[config.mk]
export PLATFORM = sky130hd
export DESIGN_NAME = dma_channel_controller
export DESIGN_NICKNAME = d
export VERILOG_FILES = /design/src/rtl/core/dcc_pkg.sv /design/src/rtl/core/dcc_cfg_regs.sv /design/src/rtl/core/dcc_in_stage.sv /design/src/rtl/core/dcc_step.sv /design/src/rtl/core/dcc_out_stage.sv /design/src/rtl/core/dma_channel_controller.sv
export SDC_FILE = /design/constraint.sdc
export NUM_CORES = 1
export LEC_CHECK = 0
export BUFFER_PORTS_ARGS = -buffer_cell sky130_fd_sc_hd__buf_2
export CAP_MARGIN = 10
export CORE_MARGIN = 10
export CORE_UTILIZATION = 47
export CTS_CLUSTER_DIAMETER = 100
export DETAILED_ROUTE_END_ITERATION = 12
export PLACE_DENSITY = 0.73
export SETUP_SLACK_MARGIN = 0.02
export SKIP_LAST_GASP = 1
export SYNTH_ARGS = -nofsm -noshare
export SYNTH_HDL_FRONTEND = slang
export SYNTH_SLANG_ARGS = --single-unit
[constraint.sdc]
create_clock -name clk_i -period 6.5 [get_ports clk_i]
set_input_delay 1.3 -clock clk_i [delete_from_list [all_inputs] [get_ports clk_i]]
set_output_delay 1.3 -clock clk_i [all_outputs]
set_load 0.02 [all_outputs]
[src/rtl/core/dcc_pkg.sv]
`default_nettype none

package dcc_pkg;

  // address width of the working source and destination registers
  localparam int unsigned ADDR_BITS_DEF = 28;
  localparam int unsigned ADDR_BITS_MIN = 27;
  localparam int unsigned ADDR_BITS_MAX = 32;

  // fixed field widths
  localparam int unsigned OUT_ADDR_W = 28;
  localparam int unsigned CTRL_W     = 16;
  localparam int unsigned SET_W      = 32;
  localparam int unsigned CNT_SET_W  = 16;
  localparam int unsigned UNITS_W    = 17;
  localparam int unsigned CFG_IDX_W  = 2;

  // control word bit positions
  localparam int unsigned CTRL_ENABLE       = 15;
  localparam int unsigned CTRL_WORD         = 10;
  localparam int unsigned CTRL_REPEAT       = 9;
  localparam int unsigned CTRL_SRC_MODE_LSB = 7;
  localparam int unsigned CTRL_DST_MODE_LSB = 5;

  // channel specific masks and counts
  localparam logic [SET_W-1:0]   MASK_27       = 32'h07FF_FFFF;
  localparam logic [SET_W-1:0]   MASK_28       = 32'h0FFF_FFFF;
  localparam logic [CNT_SET_W-1:0] CNT_MASK_14 = 16'h3FFF;
  localparam logic [UNITS_W-1:0] CNT_MAX_WIDE  = 17'h1_0000;
  localparam logic [UNITS_W-1:0] CNT_MAX_NARROW = 17'h0_4000;

  // channel numbers with special masks
  localparam logic [1:0] CHAN_FIRST = 2'd0;
  localparam logic [1:0] CHAN_LAST  = 2'd3;

  // unit sizes in bytes
  localparam logic [2:0] SIZE_WORD = 3'd4;
  localparam logic [2:0] SIZE_HALF = 3'd2;

  typedef enum logic {
    CMD_CONTROL = 1'b0,
    CMD_STEP    = 1'b1
  } dcc_cmd_e;

  typedef enum logic [1:0] {
    MODE_INC        = 2'd0,
    MODE_DEC        = 2'd1,
    MODE_FIXED      = 2'd2,
    MODE_INC_RELOAD = 2'd3
  } dcc_mode_e;

  typedef enum logic [CFG_IDX_W-1:0] {
    REG_CHANNEL = 2'd0,
    REG_SOURCE  = 2'd1,
    REG_DEST    = 2'd2,
    REG_COUNT   = 2'd3
  } dcc_reg_e;

  typedef struct packed {
    logic              command;
    logic [CTRL_W-1:0] control_value;
  } dcc_in_t;

  typedef struct packed {
    logic                  move_valid;
    logic [OUT_ADDR_W-1:0] source_address;
    logic [OUT_ADDR_W-1:0] dest_address;
    logic                  move_is_word;
    logic                  transfer_done;
    logic                  count_reloaded;
    logic [CTRL_W-1:0]     control_readback;
  } dcc_out_t;

  typedef struct packed {
    logic [1:0]           channel_number;
    logic [SET_W-1:0]     source_setting;
    logic [SET_W-1:0]     dest_setting;
    logic [CNT_SET_W-1:0] count_setting;
  } dcc_cfg_t;

  typedef struct packed {
    logic    valid;
    dcc_in_t data;
  } dcc_item_t;

endpackage

`default_nettype wire

[src/rtl/core/dcc_cfg_regs.sv]
`default_nettype none

module dcc_cfg_regs
  import dcc_pkg::*;
(
  input  wire logic                 clk_i,
  input  wire logic                 rst_ni,
  input  wire logic                 cfg_valid_i,
  input  wire logic [CFG_IDX_W-1:0] cfg_index_i,
  input  wire logic [SET_W-1:0]     cfg_data_i,
  output logic                      cfg_ready_o,
  output dcc_cfg_t                  cfg_o
);

  dcc_cfg_t cfg_q, cfg_d;

  // writes are always taken
  assign cfg_ready_o = 1'b1;

  // register decode
  always_comb begin
    cfg_d = cfg_q;
    if (cfg_valid_i) begin
      unique case (dcc_reg_e'(cfg_index_i))
        REG_CHANNEL: cfg_d.channel_number = cfg_data_i[1:0];
        REG_SOURCE:  cfg_d.source_setting = cfg_data_i;
        REG_DEST:    cfg_d.dest_setting   = cfg_data_i;
        REG_COUNT:   cfg_d.count_setting  = cfg_data_i[CNT_SET_W-1:0];
        default:     cfg_d = cfg_q;
      endcase
    end
  end

  always_ff @(posedge clk_i or negedge rst_ni) begin
    if (!rst_ni) begin
      cfg_q <= '0;
    end else begin
      cfg_q <= cfg_d;
    end
  end

  assign cfg_o = cfg_q;

endmodule

`default_nettype wire

[src/rtl/core/dcc_in_stage.sv]
`default_nettype none

module dcc_in_stage
  import dcc_pkg::*;
(
  input  wire logic    clk_i,
  input  wire logic    rst_ni,
  input  wire logic    in_valid_i,
  input  dcc_in_t      in_data_i,
  output logic         in_stall_o,
  input  wire logic    advance_i,
  output dcc_item_t    item_o
);

  logic    valid_q, valid_d;
  dcc_in_t data_q, data_d;
  logic    take;

  // hold the beat while the downstream stage cannot move
  assign in_stall_o = valid_q && !advance_i;
  assign take       = in_valid_i && !in_stall_o;

  always_comb begin
    valid_d = valid_q;
    data_d  = data_q;
    if (!valid_q || advance_i) begin
      valid_d = in_valid_i;
    end
    if (take) begin
      data_d = in_data_i;
    end
  end

  always_ff @(posedge clk_i or negedge rst_ni) begin
    if (!rst_ni) begin
      valid_q <= 1'b0;
    end else begin
      valid_q <= valid_d;
    end
  end

  always_ff @(posedge clk_i) begin
    data_q <= data_d;
  end

  assign item_o.valid = valid_q;
  assign item_o.data  = data_q;

endmodule

`default_nettype wire

[src/rtl/core/dcc_step.sv]
`default_nettype none

module dcc_step
  import dcc_pkg::*;
#(
  parameter int unsigned ADDRESS_BITS = ADDR_BITS_DEF
) (
  input  wire logic clk_i,
  input  wire logic rst_ni,
  input  dcc_cfg_t  cfg_i,
  input  dcc_item_t item_i,
  input  wire logic fire_i,
  output dcc_out_t  result_o
);

  logic [ADDRESS_BITS-1:0] src_q, src_d;
  logic [ADDRESS_BITS-1:0] dst_q, dst_d;
  logic [UNITS_W-1:0]      units_q, units_d;
  logic [CTRL_W-1:0]       ctrl_q, ctrl_d;

  logic [SET_W-1:0]        src_mask, dst_mask;
  logic [ADDRESS_BITS-1:0] src_load, dst_load;
  logic [UNITS_W-1:0]      cnt_load;
  logic [CNT_SET_W-1:0]    cnt_masked;
  logic [ADDRESS_BITS-1:0] size;
  logic [ADDRESS_BITS-1:0] src_next, dst_next;
  dcc_mode_e               src_mode, dst_mode;
  logic [SET_W-1:0]        src_ext, dst_ext;

  // channel dependent load values
  always_comb begin
    src_mask = (cfg_i.channel_number == CHAN_FIRST) ? MASK_27 : MASK_28;
    dst_mask = (cfg_i.channel_number == CHAN_LAST)  ? MASK_28 : MASK_27;
    src_load = ADDRESS_BITS'(cfg_i.source_setting & src_mask);
    dst_load = ADDRESS_BITS'(cfg_i.dest_setting & dst_mask);
    if (cfg_i.channel_number == CHAN_LAST) begin
      cnt_masked = cfg_i.count_setting;
      cnt_load   = (cnt_masked == '0) ? CNT_MAX_WIDE : UNITS_W'(cnt_masked);
    end else begin
      cnt_masked = cfg_i.count_setting & CNT_MASK_14;
      cnt_load   = (cnt_masked == '0) ? CNT_MAX_NARROW : UNITS_W'(cnt_masked);
    end
  end

  // address stepping, wraps at the address width
  assign size     = ctrl_q[CTRL_WORD] ? ADDRESS_BITS'(SIZE_WORD) : ADDRESS_BITS'(SIZE_HALF);
  assign src_mode = dcc_mode_e'(ctrl_q[CTRL_SRC_MODE_LSB +: 2]);
  assign dst_mode = dcc_mode_e'(ctrl_q[CTRL_DST_MODE_LSB +: 2]);

  always_comb begin
    case (src_mode)
      MODE_DEC:   src_next = src_q - size;
      MODE_FIXED: src_next = src_q;
      default:    src_next = src_q + size;
    endcase
    case (dst_mode)
      MODE_DEC:   dst_next = dst_q - size;
      MODE_FIXED: dst_next = dst_q;
      default:    dst_next = dst_q + size;
    endcase
  end

  // low address bits as seen on the result
  assign src_ext = SET_W'(src_q);
  assign dst_ext = SET_W'(dst_q);

  // one item: control write, move, repeat reload or finish
  always_comb begin
    src_d    = src_q;
    dst_d    = dst_q;
    units_d  = units_q;
    ctrl_d   = ctrl_q;
    result_o = '0;
    if (item_i.data.command == CMD_CONTROL) begin
      ctrl_d = item_i.data.control_value;
      if (ctrl_d[CTRL_ENABLE] && !ctrl_q[CTRL_ENABLE]) begin
        src_d   = src_load;
        dst_d   = dst_load;
        units_d = cnt_load;
      end
    end else if (units_q != '0) begin
      result_o.move_valid     = 1'b1;
      result_o.source_address = src_ext[OUT_ADDR_W-1:0];
      result_o.dest_address   = dst_ext[OUT_ADDR_W-1:0];
      result_o.move_is_word   = ctrl_q[CTRL_WORD];
      src_d   = src_next;
      dst_d   = dst_next;
      units_d = units_q - UNITS_W'(1);
    end else if (ctrl_q[CTRL_REPEAT]) begin
      units_d = cnt_load;
      if (dst_mode == MODE_INC_RELOAD) begin
        dst_d = dst_load;
      end
      result_o.count_reloaded = 1'b1;
    end else begin
      ctrl_d[CTRL_ENABLE]    = 1'b0;
      result_o.transfer_done = 1'b1;
    end
    result_o.control_readback = ctrl_d;
  end

  always_ff @(posedge clk_i or negedge rst_ni) begin
    if (!rst_ni) begin
      src_q   <= '0;
      dst_q   <= '0;
      units_q <= '0;
      ctrl_q  <= '0;
    end else if (fire_i) begin
      src_q   <= src_d;
      dst_q   <= dst_d;
      units_q <= units_d;
      ctrl_q  <= ctrl_d;
    end
  end

endmodule

`default_nettype wire

[src/rtl/core/dcc_out_stage.sv]
`default_nettype none

module dcc_out_stage
  import dcc_pkg::*;
(
  input  wire logic clk_i,
  input  wire logic rst_ni,
  input  wire logic item_valid_i,
  input  dcc_out_t  result_i,
  output logic      advance_o,
  output logic      out_valid_o,
  input  wire logic out_stall_i,
  output dcc_out_t  out_data_o
);

  logic     valid_q;
  dcc_out_t data_q;

  // result register moves when empty or when its beat is taken
  assign advance_o = !valid_q || !out_stall_i;

  always_ff @(posedge clk_i or negedge rst_ni) begin
    if (!rst_ni) begin
      valid_q <= 1'b0;
    end else if (advance_o) begin
      valid_q <= item_valid_i;
    end
  end

  always_ff @(posedge clk_i) begin
    if (advance_o && item_valid_i) begin
      data_q <= result_i;
    end
  end

  assign out_valid_o = valid_q;
  assign out_data_o  = data_q;

endmodule

`default_nettype wire

[src/rtl/core/dma_channel_controller.sv]
// One DMA channel controller.
// Input channel (in_valid_i / in_stall_o / in_data_i) carries items: a
// control write stores the 16-bit control word and, on a rising enable bit,
// loads source, destination and unit count from the configuration
// registers; a step item describes one move, reloads the count in repeat
// mode, or finishes the transfer. Every item gives exactly one result beat
// on the output channel (out_valid_o / out_stall_i / out_data_o).
// Configuration registers are written over cfg_valid_i / cfg_ready_o with
// cfg_index_i selecting channel number, source, destination or count; the
// port is always ready and should be written only while the channel is idle.
// An accepted input beat passes through the input register, then the step
// logic and state update into the result register. Throughput is one item
// per cycle while the result beat is not stalled, set by the combinational
// add/compare/decrement on the state registers.
// Reset clears the control word (channel disabled), working addresses,
// unit count, configuration registers and both stage valids.
// A stalled result beat holds; the input register then fills and in_stall_o
// rises until the result is taken, so no item is lost or reordered.
`default_nettype none

module dma_channel_controller
  import dcc_pkg::*;
#(
  parameter int unsigned ADDRESS_BITS = ADDR_BITS_DEF
) (
  input  wire logic                 clk_i,
  input  wire logic                 rst_ni,
  input  wire logic                 in_valid_i,
  output logic                      in_stall_o,
  input  dcc_in_t                   in_data_i,
  output logic                      out_valid_o,
  input  wire logic                 out_stall_i,
  output dcc_out_t                  out_data_o,
  input  wire logic                 cfg_valid_i,
  output logic                      cfg_ready_o,
  input  wire logic [CFG_IDX_W-1:0] cfg_index_i,
  input  wire logic [SET_W-1:0]     cfg_data_i
);

  dcc_cfg_t  cfg;
  dcc_item_t item;
  dcc_out_t  result;
  logic      advance;
  logic      fire;

  // configuration registers
  dcc_cfg_regs u_cfg (
    .clk_i       (clk_i),
    .rst_ni      (rst_ni),
    .cfg_valid_i (cfg_valid_i),
    .cfg_index_i (cfg_index_i),
    .cfg_data_i  (cfg_data_i),
    .cfg_ready_o (cfg_ready_o),
    .cfg_o       (cfg)
  );

  // input register
  dcc_in_stage u_in (
    .clk_i      (clk_i),
    .rst_ni     (rst_ni),
    .in_valid_i (in_valid_i),
    .in_data_i  (in_data_i),
    .in_stall_o (in_stall_o),
    .advance_i  (advance),
    .item_o     (item)
  );

  // channel state moves when an item passes into the result register
  assign fire = item.valid && advance;

  dcc_step #(
    .ADDRESS_BITS (ADDRESS_BITS)
  ) u_step (
    .clk_i    (clk_i),
    .rst_ni   (rst_ni),
    .cfg_i    (cfg),
    .item_i   (item),
    .fire_i   (fire),
    .result_o (result)
  );

  // result register
  dcc_out_stage u_out (
    .clk_i        (clk_i),
    .rst_ni       (rst_ni),
    .item_valid_i (item.valid),
    .result_i     (result),
    .advance_o    (advance),
    .out_valid_o  (out_valid_o),
    .out_stall_i  (out_stall_i),
    .out_data_o   (out_data_o)
  );

endmodule

`default_nettype wire

Yosys cells after proc, flatten, opt, wreduce, memory -nomap -nowiden
Cells that the tools add are included.
{ "op_classes": {"n_bitwise": 3, "n_reduce_logical": 27, "n_mux": 27, "n_addsub": 5, "n_eq_ne": 14} }
{ "op_table": {"columns": ["operator", "n"], "rows": [
  ["28-bit 2-to-1 mux", 10],
  ["28-bit one-hot mux with 2 select lines", 2],
  ["17-bit 2-to-1 mux", 6],
  ["58-bit 2-to-1 mux", 1],
  ["28-bit adder", 2],
  ["28-bit AND", 2],
  ["28-bit subtractor", 2],
  ["16-bit logical NOT", 2],
  ["15-bit 2-to-1 mux", 2],
  ["17-bit nonzero test", 1],
  ["17-bit by 1-bit subtractor with 17-bit output (second input constant)", 1],
  ["2-bit equality test (second input constant)", 6],
  ["2-bit AND reduction", 5],
  ["2-bit by 1-bit equality test with 1-bit output (second input constant)", 3],
  ["1-bit logical NOT", 6],
  ["3-bit by 1-bit != test with 1-bit output (second input constant)", 2],
  ["1-bit 2-to-1 mux", 5],
  ["5-bit AND reduction", 1],
  ["1-bit logical AND", 4],
  ["2-bit logical NOT", 2],
  ["4-bit AND reduction", 1],
  ["3-bit 2-to-1 mux", 1],
  ["3-bit != test (second input constant)", 1],
  ["3-bit AND reduction", 1],
  ["6 further kinds", 7]
]} }
{ "totals": {"out_inout_bits": 79, "inputBits": 56, "reg_bits": 258} }

Depth between registers and ports, before layout
{ "depth": {"word_depth": 7, "depth_mapped": 15, "ltp_nobuf": 12} }

Modules after synthesis
From an unflattened synthesis, not the netlist that was laid out.
{ "hier_totals": {"hier_cells": 1190, "hier_area_um2": 13216.4} }
{ "modules_own_cells": {"columns": ["mod", "seq_area_each_um2", "area_each_um2", "cells_each", "n_inst"], "rows": [
  ["dcc_step", 2227.1, 7199.4, 909, 1],
  ["dcc_cfg_regs", 2052.0, 3105.5, 177, 1],
  ["dcc_out_stage", 2307.2, 2329.7, 80, 1],
  ["dcc_in_stage", 535.5, 575.6, 23, 1],
  ["dma_channel_controller", 0.0, 6.3, 1, 1]
]} }

Worst setup path after synthesis
OpenSTA, ideal clock, no wires.
{ "synth_path": {"path_kind": "input -> register", "from": "input port out_stall_i", "to": "register u_out.data_q (netlist bit u_out.out_data_o[0]) (enable)", "t_required_ps": 6030, "path_stages": 5, "slack_ps": 1886, "n_path_buf": 2, "arrival_ps": 4144, "cell_sequence": "nand2_1 nand2_1 inv_1 clkbuf_1 clkbuf_1"} }
{ "synth_between": {"elab_chain_cells": 3} }
{ "synth_rtl": {"columns": ["element", "line_no", "source"], "rows": [
  ["start: declaration", "dma_channel_controller.sv:32", "input wire logic out_stall_i,"],
  ["1-bit logical NOT", "dcc_out_stage.sv:20", "assign advance_o = !valid_q || !out_stall_i;"],
  ["1-bit logical OR", "dcc_out_stage.sv:20", null],
  ["1-bit logical AND", null, null],
  ["via fire", "dma_channel_controller.sv:44", "logic fire;"],
  ["end signal: assignment", "dcc_out_stage.sv:32", "data_q <= result_i;"],
  ["end: declaration", "dcc_out_stage.sv:17", "dcc_out_t data_q;"]
]} }
The timed path passes the listed nets, and every way through them passes these cells.
A chain may end at the register's enable or synchronous reset.

Final worst setup path
{ "layout_path": {"from": "register u_step.units_q[5]", "to": "register u_step.dst_q[24]"} }
{ "layout_between": {"elab_chain_cells": 3, "word_cells_on_any_way": 7, "cone_classes": "3 x eq/ne; 2 x mux; 2 x reduce/logical"} }
{ "layout_rtl": {"columns": ["element", "line_no", "source"], "rows": [
  ["start: declaration", "dcc_step.sv:18", "logic [UNITS_W-1:0] units_q, units_d;"],
  ["start signal: assignment", "dcc_step.sv:111", "units_q <= units_d;"],
  ["17-bit nonzero test (*)", "dcc_step.sv:81", "end else if (units_q != '0) begin"],
  ["3-bit by 1-bit != test with 1-bit output (no line), or another cell as far along", null, null],
  ["5-bit AND reduction (no line) / 28-bit 2-to-1 mux (equally long branches)", null, null],
  ["end signal: assignment", "dcc_step.sv:110", "dst_q <= dst_d;"],
  ["end: declaration", "dcc_step.sv:17", "logic [ADDRESS_BITS-1:0] dst_q, dst_d;"]
]} }
Every way passes the cells marked *; elsewhere a longest branch is shown, timed or not.

==> impl_metrics.env <==
export IMPL_final_cells=1689
export IMPL_timing_rr_start="u_step.units_q[5]$_DFFE_PN0P_"
export IMPL_hpwlAfterDp_um=22300
export IMPL_wire_per_inst_um=19.0
export IMPL_n_fill_cell=2320
export IMPL_status="finished, final reports clean"
export IMPL_worst_r2r_setup_slack_ps=2190
export IMPL_yosysSeqAreaShare=0.537
export IMPL_slew_headroom=0.320
export IMPL_numCtsBuffers=29
export IMPL_cts_tree="done"
export IMPL_finClkSkew_ps=10.9
export IMPL_io_pins=135
export IMPL_worstPathArrival_ps=4740
export IMPL_fmax_mhz=232
export IMPL_grt_pass1_wl_um=51700
export IMPL_drt_iter0_markers=774
export IMPL_grt_antenna_before_repair=3
export IMPL_htree_levels=1
export IMPL_seqCellArea_mm2=0.00692
export IMPL_critPathLaunchType="flop"
export IMPL_port_buffers=129
export IMPL_irDropWorstVdd_mv=0.225
export IMPL_dr_pass1_iters=5
export IMPL_yosysWarnings=0
export IMPL_crit_path_max_fanout=37
export IMPL_finalMaxSlewViolations=0
export IMPL_hp_start="u_step.ctrl_q[14]$_DFFE_PN0P_"
export IMPL_via_per_inst=5.78
export IMPL_place_gp_congestion=0.904
export IMPL_die_w_um=186
export IMPL_synth_top_flop_cell="dfrtp_1"
export IMPL_synth_top_cell_by_area="dfrtp_1"
export IMPL_num_vias=9758
export IMPL_r2r_cells=8
export IMPL_crit_slowest_cell="a21o_1"
export IMPL_tns_ps=0
export IMPL_grt_usage=0.185
export IMPL_power_density_mw_per_mm2=408
export IMPL_clkTransAtPathRegs_ps=60
export IMPL_whs_path_depth=2
export IMPL_fp_coreArea_mm2=0.0270
export IMPL_period_share=0.663
export IMPL_grt_max_degree=94
export IMPL_holdCritPathClass="flop to flop"
export IMPL_netlist_instances=1225
export IMPL_grt_pass1_vias=9696
export IMPL_area_delta_synth_final_pct=14.0
export IMPL_overflow=0
export IMPL_drive_above_1_share=0.218
export IMPL_cts_sinks=258
export IMPL_path_cells="nor4_1, nand4_4, o21ai_0, a21o_1, a21o_1, nor3_1, mux2i_1, nand3_1"
export IMPL_endpoint_kind="flop"
export IMPL_drv_cap=0
export IMPL_grt_setup_unrepaired="no"
export IMPL_syn_cell_area_mm2=0.0129
export IMPL_cp_required_ps=6930
export IMPL_fin_nets=1412
export IMPL_ys_types=64
export IMPL_async_flop_share=0.640
export IMPL_worst_hold_path_endpoint="u_step.ctrl_q[14]$_DFFE_PN0P_"
export IMPL_ys_seq_elements=258
export IMPL_synth_area_leaders="dfrtp_1, edfxtp_1, mux2_2"
export IMPL_drtAntennaViolNets=0
export IMPL_post_cts_setup_buffer_count=0
export IMPL_remaining_drc_errors=0
export IMPL_die_h_um=186
export IMPL_mappedNetlistNets=1313
export IMPL_crit_type="flop to flop"
export IMPL_root_buffer="clkbuf_16"
export IMPL_finalCriticalPeriod_ps=4310
export IMPL_clk_latency_ps=550
export IMPL_cts_resized=0
export IMPL_hold_violations=0
export IMPL_worst_pin_slew_ps=1020
export IMPL_setup_viol=0
export IMPL_crit_top_cell="a21o_1"
export IMPL_multi_input_area_mm2=0.00550
export IMPL_die_area_mm2=0.0344
export IMPL_critPathMaxStageDelay_ps=840
export IMPL_initial_core_util=0.478
export IMPL_synth_edff_count=93
export IMPL_cts_hold_buf=0
export IMPL_synth_top_area_frac=0.320
export IMPL_r2r_end="u_step.dst_q[24]$_DFFE_PN0N_"
export IMPL_syn_area_per_cell_um2=10.5
export IMPL_core_rowCount=60
export IMPL_clockBufferDepth=3
export IMPL_post_place_cells=1634
export IMPL_wl_um=32100
export IMPL_leakage_nw=6.47
-- cells in the final DEF, fill, tap and decap left out, types with 18 or more instances in the layout --
cell type / instances
nor3_1: 29
dfrtp_1: 165
buf_2: 128
nand3_1: 21
and3_1: 37
ha_1: 32
o22ai_1: 27
nor2_1: 74
o21ai_0: 77
nor4_1: 18
mux2i_1: 20
edfxtp_1: 93
a21oi_1: 103
nand2_1: 141
inv_1: 43
clkbuf_16: 30
mux2_2: 91
-- cell families (layout without fill, tap and decap cells) --
kind of cell,Yosys count,after routing,share of synthesized area
xor gates and xnor gates,25,25,0.0170
other,1,2,0.000291
DFF,258,258,0.537
and+or+nand+nor,382,382,0.143
adders and majority gates,32,32,0.0311
muxes,111,111,0.0950
buffers and inverters,118,240,0.0363
AOI/OAI and AO/OA,298,298,0.140
-- synth_stat cells (3+ instances only) --
cell type	instances
nor3b_1	3
inv_1	44
a31oi_1	11
buf_2	5
o21a_1	10
clkbuf_1	57
nor3_1	29
nand3_1	21
a21oi_1	103
nor2b_1	9
nand2b_1	8
a32oi_1	4
buf_1	5
and3_1	37
nand4_1	12
xor2_1	12
nand2_1	141
a22oi_1	9
or2_2	3
and2_1	7
o22ai_1	27
mux2_2	91
xnor2_1	13
nor4b_1	4
o21ai_0	77
edfxtp_1	93
o31ai_1	4
dfrtp_1	165
nor4_1	18
a2bb2oi_1	5
mux2i_1	20
ha_1	32
a211oi_1	7
nor2_1	74
o22a_1	3
a21o_1	10
or3_1	8
o21bai_1	3
o2bb2ai_1	4
buf_4	5
-- stage by stage --
| step | utilization | setup WS (ps) | hold WS [ps] | cell area (µm²) | power (mW) |
|---|---|---|---|---|---|
| 4_1_cts | 0.545 | 2270 | 477 | 14700 | 6.02 |
| 2_1_floorplan | - | 1890 | 440 | 12900 | 3.90 |
| 3_5_place_dp | 0.510 | 2290 | 458 | 13800 | 4.42 |
| 3_3_place_gp | 0.510 | 2370 | 451 | 13800 | 4.35 |
| 6_report | 0.545 | 2190 | 470 | 14700 | 6.00 |
| 5_1_grt | 0.545 | 1920 | 508 | 14700 | 6.40 |
-- worst max path at each step --
stage	from	to	depth (start not counted)
5_1_grt	u_step.units_q[5]$_DFFE_PN0P_	u_step.dst_q[14]$_DFFE_PN0N_	8
2_1_floorplan	out_stall_i	u_out.out_data_o[0]$_DFFE_PP_	5
4_1_cts	u_step.units_q[5]$_DFFE_PN0P_	u_step.dst_q[24]$_DFFE_PN0N_	8
3_3_place_gp	u_step.units_q[5]$_DFFE_PN0P_	u_step.dst_q[24]$_DFFE_PN0N_	8
6_report	u_step.units_q[5]$_DFFE_PN0P_	u_step.dst_q[24]$_DFFE_PN0N_	8
3_5_place_dp	u_step.units_q[5]$_DFFE_PN0P_	u_step.dst_q[24]$_DFFE_PN0N_	8
-- critical path: cells and delay by family, from the launching register on --
kind | cells | cell delay, ps
mux | 1 | 150
simple gates | 4 | 1650
flops | 1 | 410
compound gates | 3 | 1960
-- power by group --
group / internal [mW] / switching [mW]
Sequential: 2.12 / 0.363
Clock: 0.938 / 0.650
Combinational: 0.785 / 1.14
-- layer usage --
| layer | vias up | GRT usage | part of all wire |
|---|---|---|---|
| met3 | 60 | 0.0464 | 0.078 |
| met1 | 4721 | 0.247 | 0.44 |
| met2 | 305 | 0.293 | 0.46 |
| met4 | 4 | 0.0503 | 0.024 |
| li1 | 4668 | - | - |
| met5 | - | 0 | 0.00065 |
-- registers in the layout, indices dropped and copies added, names as in the netlist --
name               cells
u_out.out_data_o      76
u_cfg.cfg_o           74
u_step.dst_q          28
u_step.src_q          28
u_in.item_o           17
u_step.units_q        17
u_step.ctrl_q         16
u_in.valid_q           1
u_out.out_valid_o      1
-- cell type report --
class                   count  share of cell area
diodes                      1            0.000170
clock buffers              41              0.0573
clock inverters            13             0.00639
inverters                  46              0.0119
multi-input cells         849               0.374
flip-flops and latches    258               0.471
well taps                 341              0.0290
repair buffers            140              0.0500
Power figures use the tool's default switching activity.
